File: config.mk
export PLATFORM = sky130hd
export DESIGN_NAME = c2c_sqrt
export DESIGN_NICKNAME = d
export VERILOG_FILES = /design/src/design/c2c_pkg.sv /design/src/design/c2c_sqrt.sv
export SDC_FILE = /design/constraint.sdc
export NUM_CORES = 2
export LEC_CHECK = 0
export BUFFER_PORTS_ARGS = -buffer_cell sky130_fd_sc_hd__buf_4
export CAP_MARGIN = 20
export CORE_MARGIN = 2
export CORE_UTILIZATION = 30
export DETAILED_ROUTE_END_ITERATION = 7
export HOLD_SLACK_MARGIN = 0.02
export MAX_ROUTING_LAYER = met4
export SYNTH_ARGS = -nofsm -noshare
export SYNTH_HDL_FRONTEND = slang
export SYNTH_SLANG_ARGS = --single-unit
export TNS_END_PERCENT = 10
File: constraint.sdc
create_clock -name clk -period 4.7 [get_ports clk]
set_input_delay 0.705 -clock clk [delete_from_list [all_inputs] [get_ports clk]]
set_output_delay 0.705 -clock clk [all_outputs]
set_load 0.1 [all_outputs]
File: src/design/c2c_pkg.sv
`timescale 1ns / 1ps
// Shared types, widths and the arctangent table for the cylindrical converter.
package c2c_pkg;

	localparam int COORD_W      = 24;
	localparam int MIN_RADIUS_W = 10;
	localparam int SUM_W        = 2 * COORD_W;
	localparam int ROOT_W       = COORD_W;
	localparam int SQRT_STAGES  = COORD_W;
	localparam int GUARD_BITS   = 6;
	localparam int CORDIC_W     = 33;
	localparam int ACC_W        = 32;
	localparam int TABLE_LEN    = 24;

	// square, sum, then one register per root bit
	localparam int ALIGN_DEPTH  = 2 + SQRT_STAGES;

	localparam logic [ACC_W-1:0] HALF_TURN = 32'h8000_0000;

	typedef logic signed [COORD_W-1:0]  coord_t;
	typedef logic signed [CORDIC_W-1:0] cord_t;
	typedef logic [ACC_W-1:0]           angle_t;

	// arctan(2^-i) in units of one turn / 2^32
	localparam angle_t ATAN_TURNS [TABLE_LEN] = '{
		32'd536870912, 32'd316933406, 32'd167458907, 32'd85004756,
		32'd42667331,  32'd21354465,  32'd10679838,  32'd5340245,
		32'd2670163,   32'd1335087,   32'd667544,    32'd333772,
		32'd166886,    32'd83443,     32'd41722,     32'd20861,
		32'd10430,     32'd5215,      32'd2608,      32'd1304,
		32'd652,       32'd326,       32'd163,       32'd81
	};

endpackage

File: src/design/c2c_sqrt.sv
`timescale 1ns / 1ps
// Pipelined integer square root, one result bit per register stage.
module c2c_sqrt (
	input  logic                             clk,
	input  logic                             en,
	input  logic [c2c_pkg::SUM_W-1:0]        sum_in,
	output logic [c2c_pkg::ROOT_W-1:0]       root_out,
	output logic [c2c_pkg::ROOT_W:0]         rem_out
);

	localparam int SW = c2c_pkg::SUM_W;
	localparam int NS = c2c_pkg::SQRT_STAGES;

	logic [SW-1:0] rem_s  [1:NS];
	logic [SW-1:0] root_s [1:NS];

	for (genvar k = 0; k < NS; k++) begin : g_bit
		localparam logic [SW-1:0] BIT = SW'(1) << (SW - 2 - 2 * k);

		logic [SW-1:0] rem_c;
		logic [SW-1:0] root_c;
		logic [SW:0]   trial;

		if (k == 0) begin : g_first
			assign rem_c  = sum_in;
			assign root_c = '0;
		end else begin : g_next
			assign rem_c  = rem_s[k];
			assign root_c = root_s[k];
		end

		assign trial = {1'b0, root_c} + {1'b0, BIT};

		// take the bit when the remainder covers the trial value
		always_ff @(posedge clk) begin
			if (en) begin
				if ({1'b0, rem_c} >= trial) begin
					rem_s[k+1]  <= rem_c - trial[SW-1:0];
					root_s[k+1] <= (root_c >> 1) + BIT;
				end else begin
					rem_s[k+1]  <= rem_c;
					root_s[k+1] <= root_c >> 1;
				end
			end
		end
	end

	assign root_out = root_s[NS][c2c_pkg::ROOT_W-1:0];
	assign rem_out  = rem_s[NS][c2c_pkg::ROOT_W:0];

endmodule

Yosys cells after proc, flatten, opt, wreduce, memory -nomap -nowiden
Memories as Yosys holds them, arrays and structs flattened.
Index checks and enable logic that the tools add are counted.
{"block": "totals", "regBits": 0, "latchBits": 0, "ramBits": 2304, "rom_bits": 0, "in_bits": 50, "out_inout_bits": 49, "word_cells": 336, "memories": 2}
{"name": "rem_s", "words": 24, "word_bits": 48, "rd": 24, "rd_ports_with_merged_regs": 0, "wr": 24, "line_no": "c2c_sqrt.sv:14", "rtl": "logic [SW-1:0] rem_s [1:NS];"}
{"name": "root_s", "words": 24, "word_bits": 48, "rd": 24, "rd_ports_with_merged_regs": 0, "wr": 24, "line_no": "c2c_sqrt.sv:15", "rtl": "logic [SW-1:0] root_s [1:NS];"}
{"block": "classes", "addsub": 70, "n_mul": 0, "div_mod_pow": 0, "order_cmp": 24, "n_eq_ne": 0, "shift": 0, "muxes": 192, "bitwise_logic": 48, "n_reduce_logical": 0}
{"operator": "$mux W48", "n": 48}
{"operator": "$ge A48 B49 Y1", "n": 23}
{"operator": "$sub A48 B48 Y48", "n": 23}
{"operator": "$mux W1", "n": 144}
{"operator": "$add A48 B1 Y49 const B", "n": 1}
{"operator": "$add A48 B11 Y49 const B", "n": 1}
{"operator": "$add A48 B13 Y49 const B", "n": 1}
{"operator": "$add A48 B15 Y49 const B", "n": 1}
{"operator": "$add A48 B17 Y49 const B", "n": 1}
{"operator": "$add A48 B19 Y49 const B", "n": 1}
{"operator": "$add A48 B21 Y49 const B", "n": 1}
{"operator": "$add A48 B23 Y49 const B", "n": 1}
{"operator": "$add A48 B25 Y49 const B", "n": 1}
{"operator": "$add A48 B27 Y49 const B", "n": 1}
{"operator": "$add A48 B29 Y49 const B", "n": 1}
{"operator": "$add A48 B3 Y49 const B", "n": 1}
{"operator": "$add A48 B31 Y49 const B", "n": 1}
{"operator": "$add A48 B33 Y49 const B", "n": 1}
{"operator": "$add A48 B35 Y49 const B", "n": 1}
{"operator": "$add A48 B37 Y49 const B", "n": 1}
{"operator": "$add A48 B39 Y49 const B", "n": 1}
{"operator": "$add A48 B41 Y49 const B", "n": 1}
{"operator": "$add A48 B43 Y49 const B", "n": 1}
{"operator": "$add A48 B45 Y49 const B", "n": 1}
{"operator": "other kinds (29)", "n": 76}

Longest topological paths before layout
An unclocked memory read counts as a cell.
{"block": "logic_depth", "word_depth": 7, "ltp_mapped": 13, "ltp_nobuf": 12}

Worst setup path before layout
No wires, ideal clock.
{"block": "synth_timing", "kind": "input to register", "start": "input en", "end": "register rem_s[0][864] (netlist name)", "setup_time_ps": 447, "t_arrival_ps": 3354, "required_time_ps": 4253, "setup_slack_ps": 899, "stages": 4, "n_path_buf": 4, "path_cell_list": "clkbuf_1 > clkbuf_1 > clkbuf_1 > clkbuf_1"}
{"item": "from (decl)", "line_no": "c2c_sqrt.sv:5", "rtl": "input logic en,"}

==> metrics.txt <==
Post-Syn Area 0.0691 mm²; final hold vios 0; arrival time worst endpoint 4.77 ns; maximum fanout along the worst path 6; total track usage 0.143; Placed Area 0.0737 mm²; commonest non-fill, non-tap cell in the layout edfxtp_1; Worst R2R Setup Slack 0.44 ns; Buffers on Ports 98; area of the multi-input gates 0.0242 mm²; Rows 176; total CTS buffers 148; deepest clock path buffer count 3; Initial DRC Count 3223; post-route cell area 0.0791 mm²; YS warnings 0; post-synthesis mux area share 0.00659; Synth top area share 0.621; reg2reg path depth 10; XOR/XNOR share of the synthesized area 0.0621; fraction of registers with async set/reset 0; GPL Wtd Cong 0.927; clock sink total 1429; syn avg cell area 12.4 µm²; hold endpoint rem_s[0][95]$_DFFE_PP_; diode count 0; Setup crit start rem_s[0][564]$_DFFE_PP_; startpoint type of the worst setup path flip-flop; hpwl dp 125 mm; Crit Path Category flip-flop to flip-flop; total wire length 165 mm; area share of and/or/nand/nor cells after synthesis 0.131; register area 0.0429 mm²; RSZ-0062 raised after global routing no; H-tree depth 4; outcome completed; Min-Delay Path Class input pin to flip-flop; final setup vio count 0; wire length per cell 18.5 µm; hold_sp sum_in[47]; via count 43.6k; vias per inst 4.88; NumNets Final 6166; largest net degree at the start of global routing 198; Tot Pwr 36.0 mW; Critical Path RT 5.21 ns; antenna-violating nets left 0; combinational family with the most area after synthesis simple AND/OR/NAND/NOR gates; vias in the first global route 44.5k; post-synthesis net count 5931; Util after Layout 0.345; busiest grt layer met2; commonest cells after routing, fill and taps aside 1429 x edfxtp_1, 436 x nand2_1, 415 x inv_1, 334 x nor2_1, 324 x ha_1; min setup slack post-route 0.437 ns; endpoint class of the critical path flip-flop; Post-synth top flop edfxtp_1; Core Box Area 0.229 mm²; adder-cell share of the synthesized area 0.0587; reg2reg end rem_s[0][620]$_DFFE_PP_; top cells by area, synth edfxtp_1 62%, ha_1 5.9%, xnor2_1 3.1%, xor2_1 3.1%, nand2_1 2.4%; cell count of the worst hold path 3; Critical R2R Launch rem_s[0][564]$_DFFE_PP_; grt total ovfl 0; Worst Tran Pin Value 1.14 ns; Fin Clk Skew 0.0739 ns; later-pin clock latency in the skew report 0.81 ns; Root Buffer clkbuf_16; pre-CTS setup slack 0.220 ns; largest area contributor in the netlist edfxtp_1; share of cells above drive strength 1 0.0790; CTS tree built; Peak VDD IR 367 µV; PD cells 455 mW/mm²; total of fill cells in the finished design 22.3k; Post-synth EDFFs 1429; M2 GR Usage 0.274; max cap viols 0; global routing met3 resource utilization 0.0205; Final min period 4.26 ns; synth unique cells 87; die height 484 µm; clk slew on worst S/H paths 0.06 ns; initial antenna violation count 0; Compound-Gate Fraction of Synth Area 0.0908; Syn-to-layout area delta 14.5%; global-route wire length before repair 257 mm; drt first pass iters 6; Leak 29.1 nW; GR Layer Usage met1 0.147; fin crit share 0.907; fmax 235 MHz; Mapped Cells 5557; Slew Limit Fails 0; Initial Util 0.301; register area share after synthesis 0.621; Fin Setup TNS 0 ns; Die Area 0.234 mm²; Die X 484 µm; DRC Markers 0; num ports 99; slew margin rel. 0.240; postcts setup bufs 0; Synth Register Bits 1429
## final cells by class
type	count	share of cell area
Clock inverter	96	0.0144
Multi-Input combinational cell	3593	0.306
Clock buffer	177	0.0482
Tap cell	3026	0.0479
Timing Repair Buffer	204	0.0214
Inverter	416	0.0198
Sequential cell	1429	0.542
## how the worst max path moves through the flow
stage	slack, ns	cells past startpoint	to
global route	0.22	10	rem_s[0][620]$_DFFE_PP_
finish	0.44	10	rem_s[0][620]$_DFFE_PP_
global placement	0.28	10	rem_s[0][620]$_DFFE_PP_
detailed placement	0.22	10	rem_s[0][620]$_DFFE_PP_
CTS	0.19	10	rem_s[0][620]$_DFFE_PP_
floorplan	0.90	4	rem_s[0][864]$_DFFE_PP_
## layer usage
layer	share of wire	wire length [µm]
met3	0.031	5080
met4	0.038	6240
met1	0.38	62500
met2	0.55	91400
met5	0	0
## registers in the layout (all words and copies together), names as in the netlist
register  cells
root_s      300
rem_s      1129
## cell families (layout without fill, tap and decap cells)
logic type                 Yosys count  in the layout
AOI/OAI and AO/OA                 1009           1009
xor gates and xnor gates           490            490
adders and majority gates          324            324
buffers and inverters              535            893
DFF                               1429           1429
muxes                               41             41
and+or+nand+nor                   1729           1729
## per-stage QoR
| step | hold WS [ns] | cells |
|---|---|---|
| 2_1_floorplan | 0.417 | 5557 |
| 3_3_place_gp | 0.430 | 8622 |
| 3_5_place_dp | 0.429 | 8622 |
| 4_1_cts | 0.153 | 8941 |
| 5_1_grt | 0.164 | 8941 |
| 6_report | 0.212 | 8941 |
## cell usage after synthesis, types with 9 or more instances
cell type,instances
a211o_1,10
and2_1,24
xor2_1,245
or2_2,18
xnor2_1,245
o21bai_1,21
a2111oi_0,9
nand3_1,102
a21boi_0,20
a31o_2,9
edfxtp_1,1429
nor3_1,138
buf_2,17
or3_1,53
a31oi_1,26
a211oi_1,28
nor2_1,334
clkbuf_1,100
a21o_1,113
a21oi_1,270
o21ai_0,318
mux2i_1,11
nand2_1,436
nor4b_1,30
and4b_1,13
nor2b_1,45
o211ai_1,13
nand4_1,88
and4_1,14
nor4_1,204
o311ai_0,9
nand2b_1,73
mux2_2,28
nand4b_1,25
and3_1,35
nand3b_1,19
inv_1,415
ha_1,324
o21a_1,50
o31ai_1,27
or4_1,37
## power by group
group | switching (mW) | total (mW) | internal, mW
sequential | 1.20 | 17.2 | 16.0
clock | 5.21 | 11.8 | 6.58
combinational | 4.29 | 6.96 | 2.67
total | 10.7 | 36.0 | 25.3
## worst max-delay path, cell delays in order (launching register included)
cell and delay, ns:
edfxtp_1 0.42, ha_1 0.40, and2_1 0.23, nand4_1 0.37
or4_1 0.64, nor3_1 0.65, nor4_1 0.21, nand2_1 0.34
nand3_1 0.24, nor4_1 0.30, xor2_1 0.15
## what timing repair did
item	4_1_cts	5_1_grt
hold endpoints to repair	46	0
gates resized for setup	0	0
hold buffers	46	0
No activity file was read; power rests on OpenSTA's default activity.
