`config.mk`:
```
export PLATFORM = sky130hd
export DESIGN_NAME = c2c_cordic
export DESIGN_NICKNAME = d
export VERILOG_FILES = /design/src/design/c2c_pkg.sv /design/src/design/c2c_cordic.sv
export SDC_FILE = /design/constraint.sdc
export NUM_CORES = 2
export LEC_CHECK = 0
export ABC_CLOCK_PERIOD_IN_PS = 13200
export BUFFER_PORTS_ARGS = -buffer_cell sky130_fd_sc_hd__clkbuf_2
export CAP_MARGIN = 20
export CORE_ASPECT_RATIO = 0.9
export CORE_MARGIN = 5
export CORE_UTILIZATION = 60
export CTS_BUF_LIST = sky130_fd_sc_hd__clkbuf_16
export DETAILED_ROUTE_END_ITERATION = 8
export GPL_ROUTABILITY_DRIVEN = 0
export PLACE_DENSITY = 0.76
export SETUP_SLACK_MARGIN = 0.5
export SLEW_MARGIN = 20
export SYNTH_ARGS = -nofsm -noshare
export SYNTH_HDL_FRONTEND = slang
export SYNTH_SLANG_ARGS = --single-unit
```
`constraint.sdc`:
```
create_clock -name clk -period 13.2 [get_ports clk]
set_clock_uncertainty 0.2 [all_clocks]
set_input_delay 0.66 -clock clk [delete_from_list [all_inputs] [get_ports clk]]
set_output_delay 0.66 -clock clk [all_outputs]
set_load 0.005 [all_outputs]
```
`src/design/c2c_pkg.sv`:
```
`timescale 1ns / 1ps
// Shared types, widths and the arctangent table for the cylindrical converter.
package c2c_pkg;

	localparam int COORD_W      = 24;
	localparam int MIN_RADIUS_W = 10;
	localparam int SUM_W        = 2 * COORD_W;
	localparam int ROOT_W       = COORD_W;
	localparam int SQRT_STAGES  = COORD_W;
	localparam int GUARD_BITS   = 6;
	localparam int CORDIC_W     = 33;
	localparam int ACC_W        = 32;
	localparam int TABLE_LEN    = 24;

	// square, sum, then one register per root bit
	localparam int ALIGN_DEPTH  = 2 + SQRT_STAGES;

	localparam logic [ACC_W-1:0] HALF_TURN = 32'h8000_0000;

	typedef logic signed [COORD_W-1:0]  coord_t;
	typedef logic signed [CORDIC_W-1:0] cord_t;
	typedef logic [ACC_W-1:0]           angle_t;

	// arctan(2^-i) in units of one turn / 2^32
	localparam angle_t ATAN_TURNS [TABLE_LEN] = '{
		32'd536870912, 32'd316933406, 32'd167458907, 32'd85004756,
		32'd42667331,  32'd21354465,  32'd10679838,  32'd5340245,
		32'd2670163,   32'd1335087,   32'd667544,    32'd333772,
		32'd166886,    32'd83443,     32'd41722,     32'd20861,
		32'd10430,     32'd5215,      32'd2608,      32'd1304,
		32'd652,       32'd326,       32'd163,       32'd81
	};

endpackage

```
`src/design/c2c_cordic.sv`:
```
`timescale 1ns / 1ps
// Unrolled CORDIC vectoring pipeline that accumulates the azimuth in binary turns.
module c2c_cordic #(
	parameter int STAGES = 16
) (
	input  logic                    clk,
	input  logic                    en,
	input  c2c_pkg::coord_t         x_in,
	input  c2c_pkg::coord_t         y_in,
	output c2c_pkg::angle_t         acc_out
);

	localparam int CW  = c2c_pkg::CORDIC_W;
	localparam int DLY = c2c_pkg::ALIGN_DEPTH - 1 - STAGES;

	c2c_pkg::cord_t  cx_s  [0:STAGES];
	c2c_pkg::cord_t  cy_s  [0:STAGES];
	c2c_pkg::angle_t acc_s [0:STAGES];
	c2c_pkg::angle_t acc_dly_s [DLY];

	c2c_pkg::cord_t x_ext;
	c2c_pkg::cord_t y_ext;
	logic           x_neg;

	assign x_ext = {{(CW - c2c_pkg::COORD_W){x_in[c2c_pkg::COORD_W-1]}}, x_in};
	assign y_ext = {{(CW - c2c_pkg::COORD_W){y_in[c2c_pkg::COORD_W-1]}}, y_in};
	assign x_neg = x_in[c2c_pkg::COORD_W-1];

	// half-turn pre-rotation puts the vector in the right half plane
	always_ff @(posedge clk) begin
		if (en) begin
			if (x_neg) begin
				cx_s[0]  <= (-x_ext) <<< c2c_pkg::GUARD_BITS;
				cy_s[0]  <= (-y_ext) <<< c2c_pkg::GUARD_BITS;
				acc_s[0] <= c2c_pkg::HALF_TURN;
			end else begin
				cx_s[0]  <= x_ext <<< c2c_pkg::GUARD_BITS;
				cy_s[0]  <= y_ext <<< c2c_pkg::GUARD_BITS;
				acc_s[0] <= '0;
			end
		end
	end

	for (genvar i = 0; i < STAGES; i++) begin : g_iter
		always_ff @(posedge clk) begin
			if (en) begin
				if (!cy_s[i][CW-1]) begin
					cx_s[i+1]  <= cx_s[i] + (cy_s[i] >>> i);
					cy_s[i+1]  <= cy_s[i] - (cx_s[i] >>> i);
					acc_s[i+1] <= acc_s[i] + c2c_pkg::ATAN_TURNS[i];
				end else begin
					cx_s[i+1]  <= cx_s[i] - (cy_s[i] >>> i);
					cy_s[i+1]  <= cy_s[i] + (cx_s[i] >>> i);
					acc_s[i+1] <= acc_s[i] - c2c_pkg::ATAN_TURNS[i];
				end
			end
		end
	end

	// delay the angle to line up with the square-root path
	for (genvar d = 0; d < DLY; d++) begin : g_dly
		always_ff @(posedge clk) begin
			if (en) begin
				if (d == 0) begin
					acc_dly_s[d] <= acc_s[STAGES];
				end else begin
					acc_dly_s[d] <= acc_dly_s[(d == 0) ? 0 : d - 1];
				end
			end
		end
	end

	assign acc_out = acc_dly_s[DLY-1];

endmodule

```
-- After elaboration in Yosys (flattened, before gate mapping)
Memory sizes are Yosys's and may differ from the RTL's.
Index checks and enable logic that the tools add are counted.
Widths: inputs -> output; s select.
- bits in latches: 0
- input bits: 50
- register bits: 0
- memories: 4
- memory bits (read-only): 0
- memory bits (writable): 1954
- reduce and logical (&&, ||, !) cells: 0
- muxes and demuxes: 155
- $mul: 0
- shift operators: 0
- $add $sub $neg: 97
- order comparisons: 0
- div/mod/pow operators: 0
- bitwise gates (word level): 51
- equal/unequal tests: 0
- memories (name ; words ; bits a word ; rd ports ; clocked after memory_dff ; wr ports ; line ; text):
    cx_s ; 17 ; 33 ; 16 ; 0 ; 17 ; c2c_cordic.sv:16 ; c2c_pkg::cord_t cx_s [0:STAGES];
    cy_s ; 17 ; 33 ; 16 ; 0 ; 17 ; c2c_cordic.sv:17 ; c2c_pkg::cord_t cy_s [0:STAGES];
    acc_s ; 17 ; 32 ; 17 ; 0 ; 17 ; c2c_cordic.sv:18 ; c2c_pkg::angle_t acc_s [0:STAGES];
    acc_dly_s ; 9 ; 32 ; 9 ; 0 ; 9 ; c2c_cordic.sv:19 ; c2c_pkg::angle_t acc_dly_s [DLY];
- operators by type and width (cell ; number):
    $mux 33 ; 34
    $mux 32 ; 17
    $mux 1 ; 104
    $add 33x18->33 ; 2
    $add 33x19->33 ; 2
    $add 33x20->33 ; 2
    $add 33x21->33 ; 2
    $add 33x22->33 ; 2
    $add 33x23->33 ; 2
    $add 33x24->33 ; 2
    $add 33x25->33 ; 2
    $add 33x26->33 ; 2
    $add 33x27->33 ; 2
    $add 33x28->33 ; 2
    $add 33x29->33 ; 2
    $add 33x30->33 ; 2
    $add 33x31->33 ; 2
    $add 33x32->33 ; 2
    $sub 33x18->33 ; 2
    $sub 33x19->33 ; 2
    $sub 33x20->33 ; 2
    $sub 33x21->33 ; 2
    $sub 33x22->33 ; 2
    $sub 33x23->33 ; 2
    45 further kinds ; 106

-- Longest topological paths before layout
- depth after elaboration: 4
- mapped depth: 20

-- Worst setup path before layout
No wires, ideal clock.
- kind: input to register
- from: in en
- to: mem cx_s[6][26] in the netlist's numbering (data pin)
- data required time: 12.735 ns
- slack: 7.491 ns
- arrival: 5.244 ns
- cell stages on the path: 18
- path through: buf_2 clkbuf_1 clkbuf_1 nand2_1 inv_2 buf_1 mux2i_1 fa_1 a211o_1 a2111oi_2 o21ai_0 o211ai_1 o22ai_1 a311oi_1 o21bai_1 a21oi_1 o21ai_0 xor2_1
- RTL lines (item ; line ; text):
    start, declared ; c2c_cordic.sv:7 ; input logic en,
    end, declared ; c2c_cordic.sv:16 ;

==> results.cfg <==
[placement]
pre_cts_ws_ns = 6.032
dpl.cell_count = 15610
dpl.hpwl_um = 246100
port-buffer-count = 80

[route]
dr.first_iter.drc_count = 10480
wl_per_cell_um = 20.10
num_vias = 101500
routed_wl_um = 321100
ant_nets = 0
vias_per_cell = 6.351
remaining_drc_errors = 1
first_pass_iters = 9

[synth]
yosys_warnings = 0
synth_seq_cells = 1652
syn_area_per_cell_um2 = 9.876
syn_inst = 12930
synthAdderAreaFrac = 0.1383
syn-cell-area_um2 = 127600
synthMuxAreaShare = 0.004646
synth_compound_area_frac = 0.1961
yosysTopAreaCell = edfxtp_1
ys.flop_type = edfxtp_1
synth-edff-count = 1652
synth_top_area_frac = 0.3886
synth_area_leaders = edfxtp_1 39%, ha_1 13%, xnor2_1 7.8%
syn_nets = 14360
synth-simple-area-share = 0.1250
synth-xor-area-share = 0.1224
yosysSeqAreaShare = 0.3886
ys_async_sr_fraction = 0
synth_top_family_by_area = compound AO/OA/AOI/OAI gates
ys_types = 93

[grt]
grt_pass1_vias = 95550
grt_max_degree = 185
grt_usage = 0.2783
antenna_found_initial = 4
overflow = 0
grt_pass1_wl_um = 506800

[final_layout]
layout_common_cells = 1,652 x edfxtp_1, 1,350 x ha_1, 1,261 x a21oi_1, 1,130 x xnor2_1, 927 x nor2_1
fin_cells = 15980
area_growth_pct = 7.726
nNetsFinal = 14430
num-fill-cells = 16390
final_common_cell = edfxtp_1
drive_gt1_frac = 0.04185

[worst_hold_path]
whs_endpoint = cy_s[0][13]$_DFFE_PP_
hold_depth = 3
hold_start = y_in[7]
hold_class = in -> reg

[die]
pin_count = 82
core-area_um2 = 211400
die_y_um = 447.6
start_util = 0.6038
die_w_um = 496.2
row_count = 160
die-area_um2 = 222100

[timing]
fin_crit_ns = 7.117
setup_viol = 0
rsz0062_at_grt = no
max_slew_margin = 0.2825
fin_setup_tns_ns = 0
period_share = 0.5391
fmax_mhz = 140.5
whs_ns = 0.05878
fin_ws_ns = 6.083
final_hold_viol_count = 0
tightestPinTransition_ns = 1.063
final-max-slew-violation-count = 0

[clock_network]
root_buffer = clkbuf_16
cts_made_buffers = 175
clk_pin_slew_ns = 0.06
clk_latency_ns = 0.87
cts_tree = yes
cts_buffer_depth = 3
cts.sinks = 1652
h-tree-depth = 4

[outcome]
violations = DRC
outcome = finished, violations left

[run]
max_cap_viol_count = 0

[setup_path]
worstSetupStartpointType = input pin
reg2reg_from = cy_s[9][15]$_DFFE_PP_
crit_fanout = 106
timing.rr.end = cx_s[10][32]$_DFFE_PP_
worstSetupPathType = in -> reg
ff2ff_setup_slack_ns = 6.91
required_ns = 13.61
end_kind = register
rr_worst_depth = 15
cp_data_arrival_time_ns = 7.53
## cell usage after synthesis (23+ instances only)
cell	count
xnor2_1	1130
a211o_1	28
and2_1	52
inv_1	519
o31a_1	24
o21ai_0	797
fa_1	38
ha_1	1350
a31o_2	36
o21bai_1	173
or2_2	50
or4_1	63
nand3_1	197
nor2b_1	199
clkbuf_1	227
mux2i_1	39
a211oi_1	95
a21boi_0	44
a2111oi_0	27
and3_1	109
nor3b_1	23
nor4_1	104
o31ai_1	179
a221o_1	24
nand4_1	96
nor3_1	263
a21oi_1	1261
a31oi_1	113
nand2_1	782
nor2_1	927
o21a_1	177
edfxtp_1	1652
xor2_1	654
o211ai_1	67
o41ai_1	74
nand2b_1	246
and4_1	24
or3_1	79
a21o_1	609
a221oi_1	28
buf_4	32
## area by class of cell
class / instances / area, um2 / area share
clock buffer: 175 / 4379 / 0.03185
clock inverter: 150 / 1810 / 0.01317
multi-input combinational: 10460 / 74860 / 0.5444
sequential: 1652 / 49610 / 0.3608
timing repair buffer: 178 / 1319 / 0.009591
inverter: 527 / 1978 / 0.01439
antenna: 2 / 5.005 / 0.00003640
tap: 2835 / 3547 / 0.02580
## worst max-delay path, cell delays in order
cell and delay [ns]:
dlygate4sd3_1 0.58, buf_12 0.41, buf_4 0.48, buf_4 0.52
nand2_1 0.10, buf_4 0.31, inv_1 0.12, buf_4 0.48
a21oi_1 0.11, xor2_1 0.23, inv_1 0.09, fa_1 0.43
nor2b_1 0.14, o21ai_0 0.11, a21boi_0 0.37, o31ai_1 0.15
a32oi_1 0.43, a41oi_1 0.29, o21ai_0 0.62, o31ai_1 0.25
a211o_1 0.34, o311ai_0 0.11
## logic make-up (layout without fill, tap and decap cells)
group / after synthesis / after routing
adder cells (fa/ha/maj): 1388 / 1388
other: 1 / 3
flip-flops: 1652 / 1652
XOR/XNOR: 1784 / 1784
buffers and inverters: 813 / 1030
AND/OR/NAND/NOR: 3276 / 3276
AO/OA/AOI/OAI: 3954 / 3954
multiplexers: 57 / 57
## routing by layer
| layer | vias up | routed length, um | global-route usage |
|---|---|---|---|
| li1 | 48200 | - | - |
| met1 | 48240 | 136100 | 0.3850 |
| met2 | 4346 | 147100 | 0.4493 |
| met3 | 694 | 26240 | 0.04128 |
| met4 | 2 | 11640 | 0.09522 |
| met5 | - | 13 | 0 |
## sequential cells by signal, indices dropped and copies added (netlist names)
register,flops
acc_dly_s,279
acc_s,440
cx_s,458
cy_s,475
## per-stage QoR
step | utilization | area [um2]
finish | 0.6504 | 137500
global route | 0.6504 | 137500
CTS | 0.6504 | 137500
detailed placement | 0.6189 | 130800
global placement | 0.6189 | 130800
floorplan | - | 127600
## repair_timing
action                                  in CTS  in global routing
endpoints found under the setup margin       0                  0
hold buffers                                47                  0
setup buffers                                0                  0
gates resized for setup                      0                  0
endpoints found under the hold margin       64                  0
## worst max path at each step
stage	start	end	slack, ns	cells after the start
after global placement	en	cy_s[4][29]$_DFFE_PP_	6.04	21
after CTS	en	cy_s[4][25]$_DFFE_PP_	6.28	22
after detailed placement	en	cy_s[4][25]$_DFFE_PP_	6.03	21
final	en	cy_s[4][25]$_DFFE_PP_	6.08	22
after floorplan	en	cx_s[6][26]$_DFFE_PP_	7.49	18
after global routing	en	cy_s[4][25]$_DFFE_PP_	5.68	22
Power is not shown: default switching activity piles up to over one toggle a cycle in this logic, so the estimate is an artifact.
